**config.mk**
```make
export PLATFORM = sky130hd
export DESIGN_NAME = dra_datapath
export DESIGN_NICKNAME = d
export VERILOG_FILES = /design/src/rtl/dra_pkg.sv /design/src/rtl/dra_datapath.sv
export SDC_FILE = /design/constraint.sdc
export NUM_CORES = 2
export LEC_CHECK = 0
export ABC_AREA = 1
export ABC_CLOCK_PERIOD_IN_PS = 19900
export BUFFER_PORTS_ARGS = -buffer_cell sky130_fd_sc_hd__buf_2
export CORE_ASPECT_RATIO = 0.6
export CORE_UTILIZATION = 40
export CTS_CLUSTER_DIAMETER = 60
export DETAILED_ROUTE_END_ITERATION = 10
export PLACE_DENSITY_LB_ADDON = 0.2
export RECOVER_POWER = 25
export SETUP_SLACK_MARGIN = 0.5
export SLEW_MARGIN = 10
export SYNTH_ARGS = -nofsm -noshare
export SYNTH_HDL_FRONTEND = slang
export SYNTH_SLANG_ARGS = --single-unit
```
**constraint.sdc**
```tcl
create_clock -name clk -period 19.9 [get_ports clk]
set_input_delay 0.995 -clock clk [delete_from_list [all_inputs] [get_ports clk]]
set_output_delay 0.995 -clock clk [all_outputs]
set_load 0.01 [all_outputs]
```
**src/rtl/dra_pkg.sv**
```systemverilog
// Shared types, constants and codes for the damage rectangle accumulator.
// Depends on nothing; every other file of the block imports it.
package dra_pkg;

	localparam int MAX_STORE  = 16;
	localparam int COORD_BITS = 16;
	localparam int MERGE_GAP  = 4;
	localparam int MAX_PASSES = 32;

	// Stored edges: left/top from a 16-bit input, right/bottom up to twice that.
	localparam int CW     = 18;
	localparam int DW     = CW - 1;
	localparam int DEPTH  = MAX_STORE + 1;
	localparam int AW     = $clog2(DEPTH);
	localparam int CNT_W  = $clog2(DEPTH + 1);
	localparam int PASS_W = $clog2(MAX_PASSES);
	localparam int EXT_MAX = (COORD_BITS >= 16) ? 65535 : ((1 << COORD_BITS) - 1);

	localparam logic [1:0] MODE_ADD   = 2'd0;
	localparam logic [1:0] MODE_CLEAR = 2'd1;
	localparam logic [1:0] MODE_DUMP  = 2'd2;

	localparam logic [2:0] WR_NEW      = 3'd0;
	localparam logic [2:0] WR_MERGE_R  = 3'd1;
	localparam logic [2:0] WR_MERGE_AB = 3'd2;
	localparam logic [2:0] WR_SHIFT    = 3'd3;
	localparam logic [2:0] WR_BOUNDS   = 3'd4;

	localparam logic [1:0] EM_ZERO   = 2'd0;
	localparam logic [1:0] EM_BOUNDS = 2'd1;
	localparam logic [1:0] EM_READ   = 2'd2;

	typedef struct packed {
		logic [1:0]         mode;
		logic signed [15:0] rect_x;
		logic signed [15:0] rect_y;
		logic signed [15:0] rect_w;
		logic signed [15:0] rect_h;
	} req_t;

	typedef struct packed {
		logic signed [15:0] out_x;
		logic signed [15:0] out_y;
		logic [15:0]        out_w;
		logic [15:0]        out_h;
		logic [4:0]         rect_count;
		logic               last;
	} rsp_t;

	typedef struct packed {
		logic signed [CW-1:0] x0;
		logic signed [CW-1:0] y0;
		logic signed [CW-1:0] x1;
		logic signed [CW-1:0] y1;
	} box_t;

	typedef struct packed {
		logic             load;
		logic             rd_en;
		logic [AW-1:0]    rd_a;
		logic [AW-1:0]    rd_b;
		logic             wr_en;
		logic [AW-1:0]    wr_addr;
		logic [2:0]       wr_sel;
		logic             bnd_add;
		logic             bnd_first;
		logic             emit;
		logic [1:0]       emit_sel;
		logic             emit_last;
		logic [CNT_W-1:0] count;
	} cmd_t;

	typedef struct packed {
		logic out_free;
		logic merge_ok;
		logic near_ab;
	} sts_t;

endpackage

```
**src/rtl/dra_datapath.sv**
```systemverilog
// Datapath: rectangle store, read registers, area test, bounds and result register.
// Depends on dra_pkg; driven by dra_ctrl through cmd_t and answers with sts_t.
module dra_datapath (
	input  logic          clk,
	input  logic          arst_n,
	input  dra_pkg::req_t req,
	input  dra_pkg::cmd_t cmd,
	output dra_pkg::sts_t sts,
	output logic          rsp_valid,
	input  logic          rsp_ready,
	output dra_pkg::rsp_t rsp
);
	import dra_pkg::*;

	localparam int AR = 2 * DW;
	localparam logic signed [CW:0] GAP = (CW+1)'(MERGE_GAP);

	function automatic logic signed [CW:0] sx(input logic signed [CW-1:0] v);
		return {v[CW-1], v};
	endfunction

	function automatic logic box_near(input box_t a, input box_t b);
		return (sx(a.x0) - GAP < sx(b.x1)) && (sx(a.x1) + GAP > sx(b.x0)) &&
			(sx(a.y0) - GAP < sx(b.y1)) && (sx(a.y1) + GAP > sx(b.y0));
	endfunction

	function automatic box_t box_join(input box_t a, input box_t b);
		box_t r;
		r.x0 = (a.x0 < b.x0) ? a.x0 : b.x0;
		r.y0 = (a.y0 < b.y0) ? a.y0 : b.y0;
		r.x1 = (a.x1 > b.x1) ? a.x1 : b.x1;
		r.y1 = (a.y1 > b.y1) ? a.y1 : b.y1;
		return r;
	endfunction

	function automatic logic [DW-1:0] span(input logic signed [CW-1:0] lo,
		input logic signed [CW-1:0] hi);
		logic [CW-1:0] d;
		d = hi - lo;
		return d[DW-1:0];
	endfunction

	function automatic logic [15:0] sat(input logic [DW-1:0] d);
		return (d > DW'(EXT_MAX)) ? 16'(EXT_MAX) : d[15:0];
	endfunction

	box_t mem [DEPTH];
	box_t r_q, ra_q, rb_q, bnd_q;
	box_t new_box, wdata, em_box, join_r;
	logic [AR-1:0] an_q, am_q, as_q;
	logic near_q;
	logic [AR+2:0] lhs, rhs;
	logic [AR:0] area_sum;
	rsp_t rsp_q;
	logic valid_q;

	always_comb begin
		new_box.x0 = {{(CW-16){req.rect_x[15]}}, req.rect_x};
		new_box.y0 = {{(CW-16){req.rect_y[15]}}, req.rect_y};
		new_box.x1 = new_box.x0 + {{(CW-16){req.rect_w[15]}}, req.rect_w};
		new_box.y1 = new_box.y0 + {{(CW-16){req.rect_h[15]}}, req.rect_h};
	end

	assign join_r = box_join(ra_q, r_q);

	always_comb begin
		case (cmd.wr_sel)
			WR_NEW:      wdata = r_q;
			WR_MERGE_R:  wdata = join_r;
			WR_MERGE_AB: wdata = box_join(ra_q, rb_q);
			WR_SHIFT:    wdata = ra_q;
			WR_BOUNDS:   wdata = bnd_q;
			default:     wdata = r_q;
		endcase
	end

	always_ff @(posedge clk) begin
		if (cmd.load) begin
			r_q <= new_box;
		end
		if (cmd.rd_en) begin
			ra_q <= mem[cmd.rd_a];
			rb_q <= mem[cmd.rd_b];
		end
		if (cmd.wr_en) begin
			mem[cmd.wr_addr] <= wdata;
		end
		if (cmd.bnd_add) begin
			bnd_q <= cmd.bnd_first ? r_q : box_join(bnd_q, r_q);
		end
		// Area terms of the scan candidate, one multiplier per term.
		am_q   <= span(join_r.x0, join_r.x1) * span(join_r.y0, join_r.y1);
		as_q   <= span(ra_q.x0, ra_q.x1) * span(ra_q.y0, ra_q.y1);
		an_q   <= span(r_q.x0, r_q.x1) * span(r_q.y0, r_q.y1);
		near_q <= box_near(ra_q, r_q);
	end

	// Merge when the boxes are near and twice the joined area stays within three times the sum of both areas.
	always_comb begin
		area_sum = (AR+1)'(as_q) + (AR+1)'(an_q);
		lhs      = (AR+3)'({am_q, 1'b0});
		rhs      = (AR+3)'(area_sum) + (AR+3)'({area_sum, 1'b0});
	end

	assign sts.merge_ok = near_q && (lhs <= rhs);
	assign sts.near_ab  = box_near(ra_q, rb_q);
	assign sts.out_free = !valid_q || rsp_ready;

	assign em_box = (cmd.emit_sel == EM_READ) ? ra_q : bnd_q;

	always_ff @(posedge clk or negedge arst_n) begin
		if (!arst_n) begin
			valid_q <= 1'b0;
		end else if (cmd.emit) begin
			valid_q <= 1'b1;
		end else if (rsp_ready) begin
			valid_q <= 1'b0;
		end
	end

	always_ff @(posedge clk) begin
		if (cmd.emit) begin
			if (cmd.emit_sel == EM_ZERO) begin
				rsp_q.out_x <= '0;
				rsp_q.out_y <= '0;
				rsp_q.out_w <= '0;
				rsp_q.out_h <= '0;
			end else begin
				rsp_q.out_x <= em_box.x0[15:0];
				rsp_q.out_y <= em_box.y0[15:0];
				rsp_q.out_w <= sat(span(em_box.x0, em_box.x1));
				rsp_q.out_h <= sat(span(em_box.y0, em_box.y1));
			end
			rsp_q.rect_count <= 5'(cmd.count);
			rsp_q.last       <= cmd.emit_last;
		end
	end

	assign rsp_valid = valid_q;
	assign rsp       = rsp_q;

endmodule

```
==> reports/results.txt <==
Final routed DRC violation total - 0
Achievable clock frequency - 82.2 MHz
P&R area growth vs syn - 8.28%
Top FF cell, synth - edfxtp_1
DR vias/cell - 5.97
Port bufs - 172
Synth unique cells - 64
Setup TNS - 0 ps
Final setup margin - 7740 ps
Synth warn - 0
Max-slew headroom - -4.22
Synth area leader - edfxtp_1
Yosys reg bits - 1674
Max clock buf depth - 4
CTS tree - built
CP max stage delay - 1360 ps
Clk slew on worst S/H paths - 60 ps
Placement Setup Slack - 8660 ps
RSZ-0062 raised after global routing - false
Reg2reg setup slack - 7740 ps
CP required - 20630 ps
Area contributors post-synth - edfxtp_1 38%, fa_1 11%, ha_1 9.5%
Fill count - 30.2k
Fin. Hold Viols - 0
RePlAce Congestion - 1.03
Setup repair bufs after CTS - 0
Vias in the first global route - 98.9k
Wire length of the first global-routing pass - 709000 µm
Via count - 108k
Die H - 435 µm
Routed length per placed instance - 27.3 µm
Number of flops mapped to enable cells by yosys - 1570
Post-synth ARST share - 0.000597
Sequential share of the synthesized area - 0.394
H-tree depth - 4
Register area - 0.0492 mm²
Post-synthesis instance area - 0.125 mm²
Largest net degree at the start of global routing - 195
Total gr overflow - 0
Nets@finish - 15.5k
Minimum clock period - 12160 ps
Final ANT Viol Nets - 0
Overall Global Routing Usage - 0.305
Syn nets - 15.7k
Synth Instances - 14.0k
Post-synth top area share - 0.377
DRT Pass-1 Iters - 9
Slew Viols, Final - 874
Initial core utilization - 0.403
Failing checks - max-capacitance violations, max-slew violations
Final Skew - 108 ps
Clk_lat worst skew - 890 ps
Dpl hpwl - 340000 µm
First DRT Iteration DRCs - 16.7k
Final WL - 495000 µm
Data arrival time of the critical path - 12890 ps
Footprint of the multi-input gates - 0.0668 mm²
Die area - 0.315 mm²
Max Cap Viol - 27
CP max stage cell - o21ai_0
Setup crit end kind - register
Finish-stage setup viols - 0
Post-synthesis area per instance - 8.95 µm²
Crit-path most repeated cell - inv_1
Core ar. - 0.310 mm²
Fin crit share - 0.611
CTS Buf Count - 175
Max FO, Critical Path - 35
Root Buffer - clkbuf_16
Share of cells above drive strength 1 - 0.0484
Worst-margin pin slew - 7840 ps
Clock sink count - 1674
Worst min-delay path class - in2reg
Kind of critical path - reg2reg
IO Count - 175
Die width - 724 µm
Status - finished, violations left
FP Rows - 158
Setup crit start kind - register
Initial antenna violation count - 26
## flip-flops by register name, indices dropped and copies added (netlist names)
signal / flops
rb_q: 72
as_q: 34
rsp_valid: 1
bnd_q: 66
an_q: 34
ra_q: 72
near_q: 1
r_q: 66
am_q: 34
mem: 1224
rsp: 70
## cells by family after synthesis
family,after synthesis,share of synthesized area
xor gates and xnor gates,319,0.0227
DFF,1674,0.394
buffers and inverters,2401,0.0739
adders and majority gates,1628,0.204
AOI/OAI and AO/OA,3136,0.148
and+or+nand+nor,4808,0.157
## layer usage
metal	share of wire	track usage	wire (µm)
met5	0.00098	0.00698	484
met4	0.026	0.0705	12700
met3	0.16	0.120	78400
met2	0.37	0.386	182000
met1	0.45	0.475	221000
## per-stage QoR
stage | cell area (µm²) | cells | hold slack [ps] | util
finish | 135000 | 18100 | 386 | 0.437
global route | 135000 | 18100 | 357 | 0.437
CTS | 136000 | 18100 | 326 | 0.438
detailed placement | 130000 | 17800 | 467 | 0.420
global placement | 130000 | 17800 | 465 | 0.420
floorplan | 125000 | 14000 | 450 | -
## critical path: cells and delay by family, from the launching register on
| kind | cells | cell delay (ps) |
|---|---|---|
| AO/OA/AOI/OAI | 7 | 3070 |
| flip-flops | 1 | 710 |
| buffers and inverters | 8 | 820 |
| AND/OR/NAND/NOR | 15 | 3280 |
| adder cells (fa/ha/maj) | 9 | 4010 |
| XOR/XNOR | 1 | 150 |
## layout by cell type (no fill, tap or decap), drive strengths merged, types with 273 or more instances in the layout
cell type / synthesis / layout
nor2: 1991 / 1991
nand2: 1971 / 1971
inv: 1712 / 1728
o21ai: 1613 / 1613
edfxtp: 1570 / 1570
ha: 944 / 944
fa: 684 / 684
nand3: 522 / 522
a21oi: 517 / 517
o221ai: 440 / 440
buf: 154 / 273
## timing repair
item / CTS / global route
endpoints found under the hold margin: 1 / 0
resized for setup: 0 / 0
hold buffers: 1 / 0
## path summary, 6_finish.rpt
path,startpoint,depth (start not counted),to
max,r_q[10],40,am_q[31]
min,cmd[0],1,rsp[1]
max reg2reg,r_q[10],40,am_q[31]
min reg2reg,r_q[56],0,bnd_q[56]
max in group asynchronous,arst_n,2,rsp_valid
min in group asynchronous,arst_n,2,rsp_valid
## cell usage after synthesis (37+ instances only)
cell type,count
nand3_1,518
nand4_1,142
o21ai_0,1580
clkbuf_1,521
fa_1,684
a31oi_1,187
o221ai_1,440
buf_1,38
o22ai_1,126
xnor2_1,91
dfxtp_1,103
edfxtp_1,1570
inv_1,1697
nor3_1,78
nand2_1,1946
xor2_1,223
a21o_1,37
a22oi_1,44
nor2_1,1973
ha_1,944
buf_2,98
a21oi_1,514
## area by class of cell
class	instances	share of cell area
multi-input combinational	9891	0.493
sequential	1674	0.364
inverter	1726	0.0483
tap	4160	0.0385
clock buffer	205	0.0338
timing repair buffer	338	0.0154
clock inverter	101	0.00647
antenna	9	0.000166
Power is left out: the tool's default activity adds up to more than one toggle a clock period on the data nets, which glitch-free logic cannot reach.
