### src/rtl/dra_pkg.sv
// Shared types, constants and codes for the damage rectangle accumulator.
// Depends on nothing; every other file of the block imports it.
package dra_pkg;

	localparam int MAX_STORE  = 16;
	localparam int COORD_BITS = 16;
	localparam int MERGE_GAP  = 4;
	localparam int MAX_PASSES = 32;

	// Stored edges: left/top from a 16-bit input, right/bottom up to twice that.
	localparam int CW     = 18;
	localparam int DW     = CW - 1;
	localparam int DEPTH  = MAX_STORE + 1;
	localparam int AW     = $clog2(DEPTH);
	localparam int CNT_W  = $clog2(DEPTH + 1);
	localparam int PASS_W = $clog2(MAX_PASSES);
	localparam int EXT_MAX = (COORD_BITS >= 16) ? 65535 : ((1 << COORD_BITS) - 1);

	localparam logic [1:0] MODE_ADD   = 2'd0;
	localparam logic [1:0] MODE_CLEAR = 2'd1;
	localparam logic [1:0] MODE_DUMP  = 2'd2;

	localparam logic [2:0] WR_NEW      = 3'd0;
	localparam logic [2:0] WR_MERGE_R  = 3'd1;
	localparam logic [2:0] WR_MERGE_AB = 3'd2;
	localparam logic [2:0] WR_SHIFT    = 3'd3;
	localparam logic [2:0] WR_BOUNDS   = 3'd4;

	localparam logic [1:0] EM_ZERO   = 2'd0;
	localparam logic [1:0] EM_BOUNDS = 2'd1;
	localparam logic [1:0] EM_READ   = 2'd2;

	typedef struct packed {
		logic [1:0]         mode;
		logic signed [15:0] rect_x;
		logic signed [15:0] rect_y;
		logic signed [15:0] rect_w;
		logic signed [15:0] rect_h;
	} req_t;

	typedef struct packed {
		logic signed [15:0] out_x;
		logic signed [15:0] out_y;
		logic [15:0]        out_w;
		logic [15:0]        out_h;
		logic [4:0]         rect_count;
		logic               last;
	} rsp_t;

	typedef struct packed {
		logic signed [CW-1:0] x0;
		logic signed [CW-1:0] y0;
		logic signed [CW-1:0] x1;
		logic signed [CW-1:0] y1;
	} box_t;

	typedef struct packed {
		logic             load;
		logic             rd_en;
		logic [AW-1:0]    rd_a;
		logic [AW-1:0]    rd_b;
		logic             wr_en;
		logic [AW-1:0]    wr_addr;
		logic [2:0]       wr_sel;
		logic             bnd_add;
		logic             bnd_first;
		logic             emit;
		logic [1:0]       emit_sel;
		logic             emit_last;
		logic [CNT_W-1:0] count;
	} cmd_t;

	typedef struct packed {
		logic out_free;
		logic merge_ok;
		logic near_ab;
	} sts_t;

endpackage

### src/rtl/dra_ctrl.sv
// Controller: sequences add, scan, consolidation, collapse, clear and dump.
// Depends on dra_pkg; steers dra_datapath through cmd_t and reads sts_t.
module dra_ctrl (
	input  logic          clk,
	input  logic          arst_n,
	input  logic          req_valid,
	output logic          req_ready,
	input  dra_pkg::req_t req,
	input  logic          cfg_wen,
	input  logic [4:0]    cfg_wdata,
	output dra_pkg::cmd_t cmd,
	input  dra_pkg::sts_t sts
);
	import dra_pkg::*;

	localparam logic [3:0] S_IDLE    = 4'd0;
	localparam logic [3:0] S_EMIT    = 4'd1;
	localparam logic [3:0] S_SC_RD   = 4'd2;
	localparam logic [3:0] S_SC_CHK  = 4'd3;
	localparam logic [3:0] S_SC_CMP  = 4'd4;
	localparam logic [3:0] S_APPEND  = 4'd5;
	localparam logic [3:0] S_CN_RD   = 4'd6;
	localparam logic [3:0] S_CN_CHK  = 4'd7;
	localparam logic [3:0] S_SH_RD   = 4'd8;
	localparam logic [3:0] S_SH_WR   = 4'd9;
	localparam logic [3:0] S_CN_NEXT = 4'd10;
	localparam logic [3:0] S_DONE    = 4'd11;
	localparam logic [3:0] S_DP_RD   = 4'd12;
	localparam logic [3:0] S_DP_EMIT = 4'd13;

	localparam logic [PASS_W-1:0] PASS_LAST = PASS_W'(MAX_PASSES - 1);

	logic [3:0] state_q, state_d;
	logic [CNT_W-1:0] count_q, count_d, limit, cnt_inc;
	logic [4:0] max_q;
	logic [AW-1:0] i_q, i_d, j_q, j_d, k_q, k_d;
	logic [PASS_W-1:0] pass_q, pass_d;
	logic rect_ok;

	assign rect_ok = (req.rect_w > 16'sd0) && (req.rect_h > 16'sd0);
	assign limit   = (CNT_W'(max_q) > CNT_W'(MAX_STORE)) ? CNT_W'(MAX_STORE) : CNT_W'(max_q);
	assign cnt_inc = count_q + CNT_W'(1);

	always_comb begin
		cmd       = '0;
		cmd.count = count_q;
		state_d   = state_q;
		count_d   = count_q;
		i_d       = i_q;
		j_d       = j_q;
		k_d       = k_q;
		pass_d    = pass_q;
		req_ready = (state_q == S_IDLE);
		case (state_q)
			S_IDLE: begin
				if (req_valid) begin
					cmd.load = 1'b1;
					case (req.mode)
						MODE_CLEAR: begin
							count_d = '0;
							state_d = S_EMIT;
						end
						MODE_DUMP: begin
							if (count_q == '0) begin
								state_d = S_EMIT;
							end else begin
								k_d     = '0;
								state_d = S_DP_RD;
							end
						end
						MODE_ADD: begin
							if (!rect_ok) begin
								state_d = S_EMIT;
							end else if (count_q == '0) begin
								state_d = S_APPEND;
							end else begin
								i_d     = '0;
								state_d = S_SC_RD;
							end
						end
						default: state_d = S_EMIT;
					endcase
				end
			end
			S_EMIT: begin
				if (sts.out_free) begin
					cmd.emit      = 1'b1;
					cmd.emit_sel  = (count_q == '0) ? EM_ZERO : EM_BOUNDS;
					cmd.emit_last = 1'b1;
					state_d       = S_IDLE;
				end
			end
			S_SC_RD: begin
				cmd.rd_en = 1'b1;
				cmd.rd_a  = i_q;
				state_d   = S_SC_CHK;
			end
			S_SC_CHK: state_d = S_SC_CMP;
			S_SC_CMP: begin
				if (sts.merge_ok) begin
					cmd.wr_en   = 1'b1;
					cmd.wr_addr = i_q;
					cmd.wr_sel  = WR_MERGE_R;
					cmd.bnd_add = 1'b1;
					state_d     = S_EMIT;
				end else if (CNT_W'(i_q) + CNT_W'(1) == count_q) begin
					state_d = S_APPEND;
				end else begin
					i_d     = i_q + AW'(1);
					state_d = S_SC_RD;
				end
			end
			S_APPEND: begin
				cmd.wr_en     = 1'b1;
				cmd.wr_addr   = AW'(count_q);
				cmd.wr_sel    = WR_NEW;
				cmd.bnd_add   = 1'b1;
				cmd.bnd_first = (count_q == '0);
				count_d       = cnt_inc;
				if (cnt_inc > limit && cnt_inc >= CNT_W'(2)) begin
					pass_d  = '0;
					i_d     = '0;
					j_d     = AW'(1);
					state_d = S_CN_RD;
				end else begin
					state_d = S_EMIT;
				end
			end
			S_CN_RD: begin
				cmd.rd_en = 1'b1;
				cmd.rd_a  = i_q;
				cmd.rd_b  = j_q;
				state_d   = S_CN_CHK;
			end
			S_CN_CHK: begin
				if (sts.near_ab) begin
					cmd.wr_en   = 1'b1;
					cmd.wr_addr = i_q;
					cmd.wr_sel  = WR_MERGE_AB;
					if (CNT_W'(j_q) + CNT_W'(1) < count_q) begin
						k_d     = j_q;
						state_d = S_SH_RD;
					end else begin
						count_d = count_q - CNT_W'(1);
						state_d = S_CN_NEXT;
					end
				end else if (CNT_W'(j_q) + CNT_W'(1) < count_q) begin
					j_d     = j_q + AW'(1);
					state_d = S_CN_RD;
				end else if (CNT_W'(i_q) + CNT_W'(2) < count_q) begin
					i_d     = i_q + AW'(1);
					j_d     = i_q + AW'(2);
					state_d = S_CN_RD;
				end else begin
					state_d = S_DONE;
				end
			end
			S_SH_RD: begin
				cmd.rd_en = 1'b1;
				cmd.rd_a  = k_q + AW'(1);
				state_d   = S_SH_WR;
			end
			S_SH_WR: begin
				cmd.wr_en   = 1'b1;
				cmd.wr_addr = k_q;
				cmd.wr_sel  = WR_SHIFT;
				if (CNT_W'(k_q) + CNT_W'(2) < count_q) begin
					k_d     = k_q + AW'(1);
					state_d = S_SH_RD;
				end else begin
					count_d = count_q - CNT_W'(1);
					state_d = S_CN_NEXT;
				end
			end
			S_CN_NEXT: begin
				if (pass_q == PASS_LAST || count_q < CNT_W'(2)) begin
					state_d = S_DONE;
				end else begin
					pass_d  = pass_q + PASS_W'(1);
					i_d     = '0;
					j_d     = AW'(1);
					state_d = S_CN_RD;
				end
			end
			S_DONE: begin
				if (count_q > limit) begin
					cmd.wr_en   = 1'b1;
					cmd.wr_addr = '0;
					cmd.wr_sel  = WR_BOUNDS;
					count_d     = CNT_W'(1);
				end
				state_d = S_EMIT;
			end
			S_DP_RD: begin
				cmd.rd_en = 1'b1;
				cmd.rd_a  = k_q;
				state_d   = S_DP_EMIT;
			end
			S_DP_EMIT: begin
				if (sts.out_free) begin
					cmd.emit      = 1'b1;
					cmd.emit_sel  = EM_READ;
					cmd.emit_last = (CNT_W'(k_q) + CNT_W'(1) == count_q);
					if (cmd.emit_last) begin
						state_d = S_IDLE;
					end else begin
						k_d     = k_q + AW'(1);
						state_d = S_DP_RD;
					end
				end
			end
			default: state_d = S_IDLE;
		endcase
	end

	always_ff @(posedge clk or negedge arst_n) begin
		if (!arst_n) begin
			state_q <= S_IDLE;
			count_q <= '0;
			max_q   <= 5'(MAX_STORE);
			i_q     <= '0;
			j_q     <= '0;
			k_q     <= '0;
			pass_q  <= '0;
		end else begin
			state_q <= state_d;
			count_q <= count_d;
			i_q     <= i_d;
			j_q     <= j_d;
			k_q     <= k_d;
			pass_q  <= pass_d;
			if (cfg_wen) begin
				max_q <= cfg_wdata;
			end
		end
	end

	a_idle_count: assert property (@(posedge clk) disable iff (!arst_n)
		(state_q == S_IDLE) |-> (count_q <= CNT_W'(MAX_STORE)))
		else $error("list holds more rectangles than the store allows");

	a_emit_free: assert property (@(posedge clk) disable iff (!arst_n)
		cmd.emit |-> sts.out_free)
		else $error("result issued while result register is occupied");

	a_wr_range: assert property (@(posedge clk) disable iff (!arst_n)
		cmd.wr_en |-> (CNT_W'(cmd.wr_addr) <= CNT_W'(MAX_STORE)))
		else $error("store write beyond last entry");

	a_accept_busy: assert property (@(posedge clk) disable iff (!arst_n)
		(req_valid && req_ready) |=> (state_q != S_IDLE))
		else $error("accepted request left controller idle");

endmodule

### config.mk
export PLATFORM = sky130hd
export DESIGN_NAME = dra_ctrl
export DESIGN_NICKNAME = d
export VERILOG_FILES = /design/src/rtl/dra_pkg.sv /design/src/rtl/dra_ctrl.sv
export SDC_FILE = /design/constraint.sdc
export NUM_CORES = 1
export LEC_CHECK = 0
export BUFFER_PORTS_ARGS = -buffer_cell sky130_fd_sc_hd__clkbuf_2
export CORE_UTILIZATION = 45
export DETAILED_ROUTE_END_ITERATION = 7
export PLACE_DENSITY = 0.75
export SYNTH_ARGS = -nofsm -noshare
export SYNTH_HDL_FRONTEND = slang
export SYNTH_SLANG_ARGS = --single-unit
### constraint.sdc
create_clock -name clk -period 7.24 [get_ports clk]
set_input_delay 0.724 -clock clk [delete_from_list [all_inputs] [get_ports clk]]
set_output_delay 0.724 -clock clk [all_outputs]
set_load 0.05 [all_outputs]
==> reports/qor.txt <==
status - completed
unrepaired setup endpoints after global routing - false
CP max stage delay - 0.89 ns
Post-synth EDFFs - 0
startpoint types - flip-flop
DIE AREA - 8520 um2
WS Path Type - flip-flop to primary output
Core Rows - 32
Post-Route Skew - 0.00855 ns
Initial Utilization - 47.0%
number of global-route vias before repair - 3,616
first-pass GRT wire length - 17,800 um
post-synthesis register bit count - 34
Pre-antenna DRT Iters - 5
Max VDD drop - 184 uV
dominant synthesized flop cell - dfrtp_1
core outline area - 7810 um2
ant diodes - 0
insertion delay to the later sink of the worst-skew pair - 0.30 ns
Arr. time, crit path - 3.06 ns
clk slew on worst S/H paths - 0.07 ns
Leak - 1.98 nW
top cells by area, synth - dfrtp_1, ha_1, nand2_1
grt ovf - 0
Mapped Area - 3670 um2
Worst Path Buf+Inv - 2
Via Count - 3,825
Setup Fix Bufs, Post-CTS - 0
Seq/Total Area, Yosys - 23.2%
final non-filler cell total - 630
max-slew violations - 0
Die Wd - 92.3 um
required time of the worst setup path - 6.52 ns
delay-heaviest family, CP - simple AND/OR/NAND/NOR gates
Total Wirelength - 10,800 um
Tmin final - 3.79 ns
Critical Path, Cell by Cell - nand2b_1 -> nor2_1 -> a222oi_1 -> inv_1 -> clkbuf_2
synthesized instance count - 467
wire length per cell - 17.1 um
layout cells sized above 1 - 21.4%
gr usage total - 26.2%
Max transition margin - 23.3%
post_cts resized - 0
slowest stage cell, crit path - dfrtp_1
Worst Path Max Fanout - 22
CTS tree - done
Slew @ Worst Pin - 1.14 ns
worst setup margin - 3.45 ns
clock buffer depth - 2
asr flop ratio synth - 100%
Setup violations, final - 0
max-cap violations - 0
number of failing hold endpoints at the final stage - 0
io pins - 111
maximum clock frequency - 264 MHz
pwr dens - 332 nW/um2
Final Net Count - 639
DRT iter0 DRCs - 316
most common cell after layout, fill and taps aside - clkbuf_2
DP Worst Slack - 3.84 ns
setup TNS - 0 ns
Via-to-Cell Ratio - 6.07
Synth Net Count - 579
DR DRC count - 0
die height - 92.3 um
WHS - 0.504 ns
total power - 1.39 mW
FILL cells - 780
largest area contributor in the netlist - dfrtp_1
PortBufs - 78
TritonCTS buffer count - 5
Synth cell types - 69
hpwl dp - 8220 um
Routed Antenna Nets - 0
Max H-tree Level - 2
largest net degree at the start of global routing - 35
syn avg cell area - 7.86 um2
antenna violations before repair - 0
Hold WC Path Type - flip-flop to flip-flop
root cell of the clock tree - clkbuf_8
Layout area overhead - 13.9%
Synth top area share - 22.5%
final RePlAce weighted congestion - 0.973
Worst Setup End Kind - primary output
# clock sinks - 34
cts-stage hold buffer count - 0
most frequent cells in the layout - clkbuf_2, nand2_1, nor2_1
YS warnings - 0
placed instance count - 622
Final period util - 52.3%
cell type report:
cell class | count | area, um2 | share of cell area, %
sequential | 34 | 852 | 20.4
clock inverter | 1 | 30.0 | 0.719
multi-input combinational | 385 | 2600 | 62.3
tap | 102 | 128 | 3.05
clock buffer | 7 | 86.3 | 2.07
timing repair buffer | 79 | 398 | 9.52
inverter | 22 | 82.6 | 1.98
worst reg2reg max path, delay by kind of cell, from the launching register on:
family / cells / cell delay, ns
fa+ha+maj: 2 / 0.69
flops: 1 / 0.71
simple gates: 3 / 0.66
xor+xnor: 1 / 0.30
compound gates: 4 / 0.97
cells by family after synthesis:
kind of cell	count (synthesis)	synth area share [%]
adders and majority gates	34	11.6
muxes	7	2.08
AOI/OAI and AO/OA	128	24.1
buffers and inverters	48	5.87
and+or+nand+nor	188	26.1
DFF	34	23.2
xor gates and xnor gates	28	7.06
metal layers:
layer  routed length [um]  global-route usage [%]
met3                  836                    5.42
met2                 5100                    41.6
met4                  155                    8.20
met1                 4660                    35.7
met5                    0                       0
state kept, by name (all words and copies together) (netlist names):
register	flops
count_q	5
i_q	5
k_q	5
pass_q	5
state_q	4
max_q	5
j_q	5
metrics by stage:
stage / util, % / instance area (um2)
2_1_floorplan: - / 3670
3_3_place_gp: 52.0 / 4060
3_5_place_dp: 52.0 / 4060
4_1_cts: 53.5 / 4180
5_1_grt: 53.5 / 4180
6_report: 53.5 / 4180
path summary, 6_finish.rpt:
check / from / to / slack (ns) / depth (start not counted)
min: max_q[0] / max_q[0] / 0.50 / 1
min in group asynchronous: arst_n / j_q[1] / 0.54 / 1
max reg2reg: count_q[0] / j_q[0] / 3.79 / 10
min reg2reg: max_q[0] / max_q[0] / 0.50 / 1
max: state_q[2] / cmd[16] / 3.45 / 5
max in group asynchronous: arst_n / count_q[1] / 6.15 / 1
synthesized netlist by cell type, types with 3 or more instances:
| cell | instances |
|---|---|
| o21a_1 | 6 |
| nand2b_1 | 9 |
| a31oi_1 | 4 |
| and3_1 | 5 |
| inv_2 | 3 |
| nor2_1 | 45 |
| nor3b_1 | 3 |
| nand4_1 | 3 |
| o21ai_1 | 4 |
| a21o_1 | 6 |
| inv_1 | 19 |
| buf_2 | 15 |
| nor2b_1 | 13 |
| ha_1 | 34 |
| o21ai_0 | 27 |
| o31ai_1 | 13 |
| a222oi_1 | 5 |
| a211oi_1 | 3 |
| o22ai_1 | 3 |
| a32oi_1 | 3 |
| a21oi_1 | 24 |
| a22oi_1 | 8 |
| nor4_1 | 11 |
| xor2_1 | 15 |
| and2_1 | 6 |
| dfrtp_1 | 33 |
| nand2_1 | 45 |
| mux2_2 | 5 |
| nor3_1 | 16 |
| xnor2_1 | 12 |
| nand3_1 | 15 |
| clkbuf_1 | 5 |
report_power, final:
group	switching (mW)	leakage, nW	internal [mW]
logic	0.562	1.48	0.303
registers	0.114	0.449	0.218
clock network	0.0775	0.0585	0.112
Power figures use the tool's default switching activity.
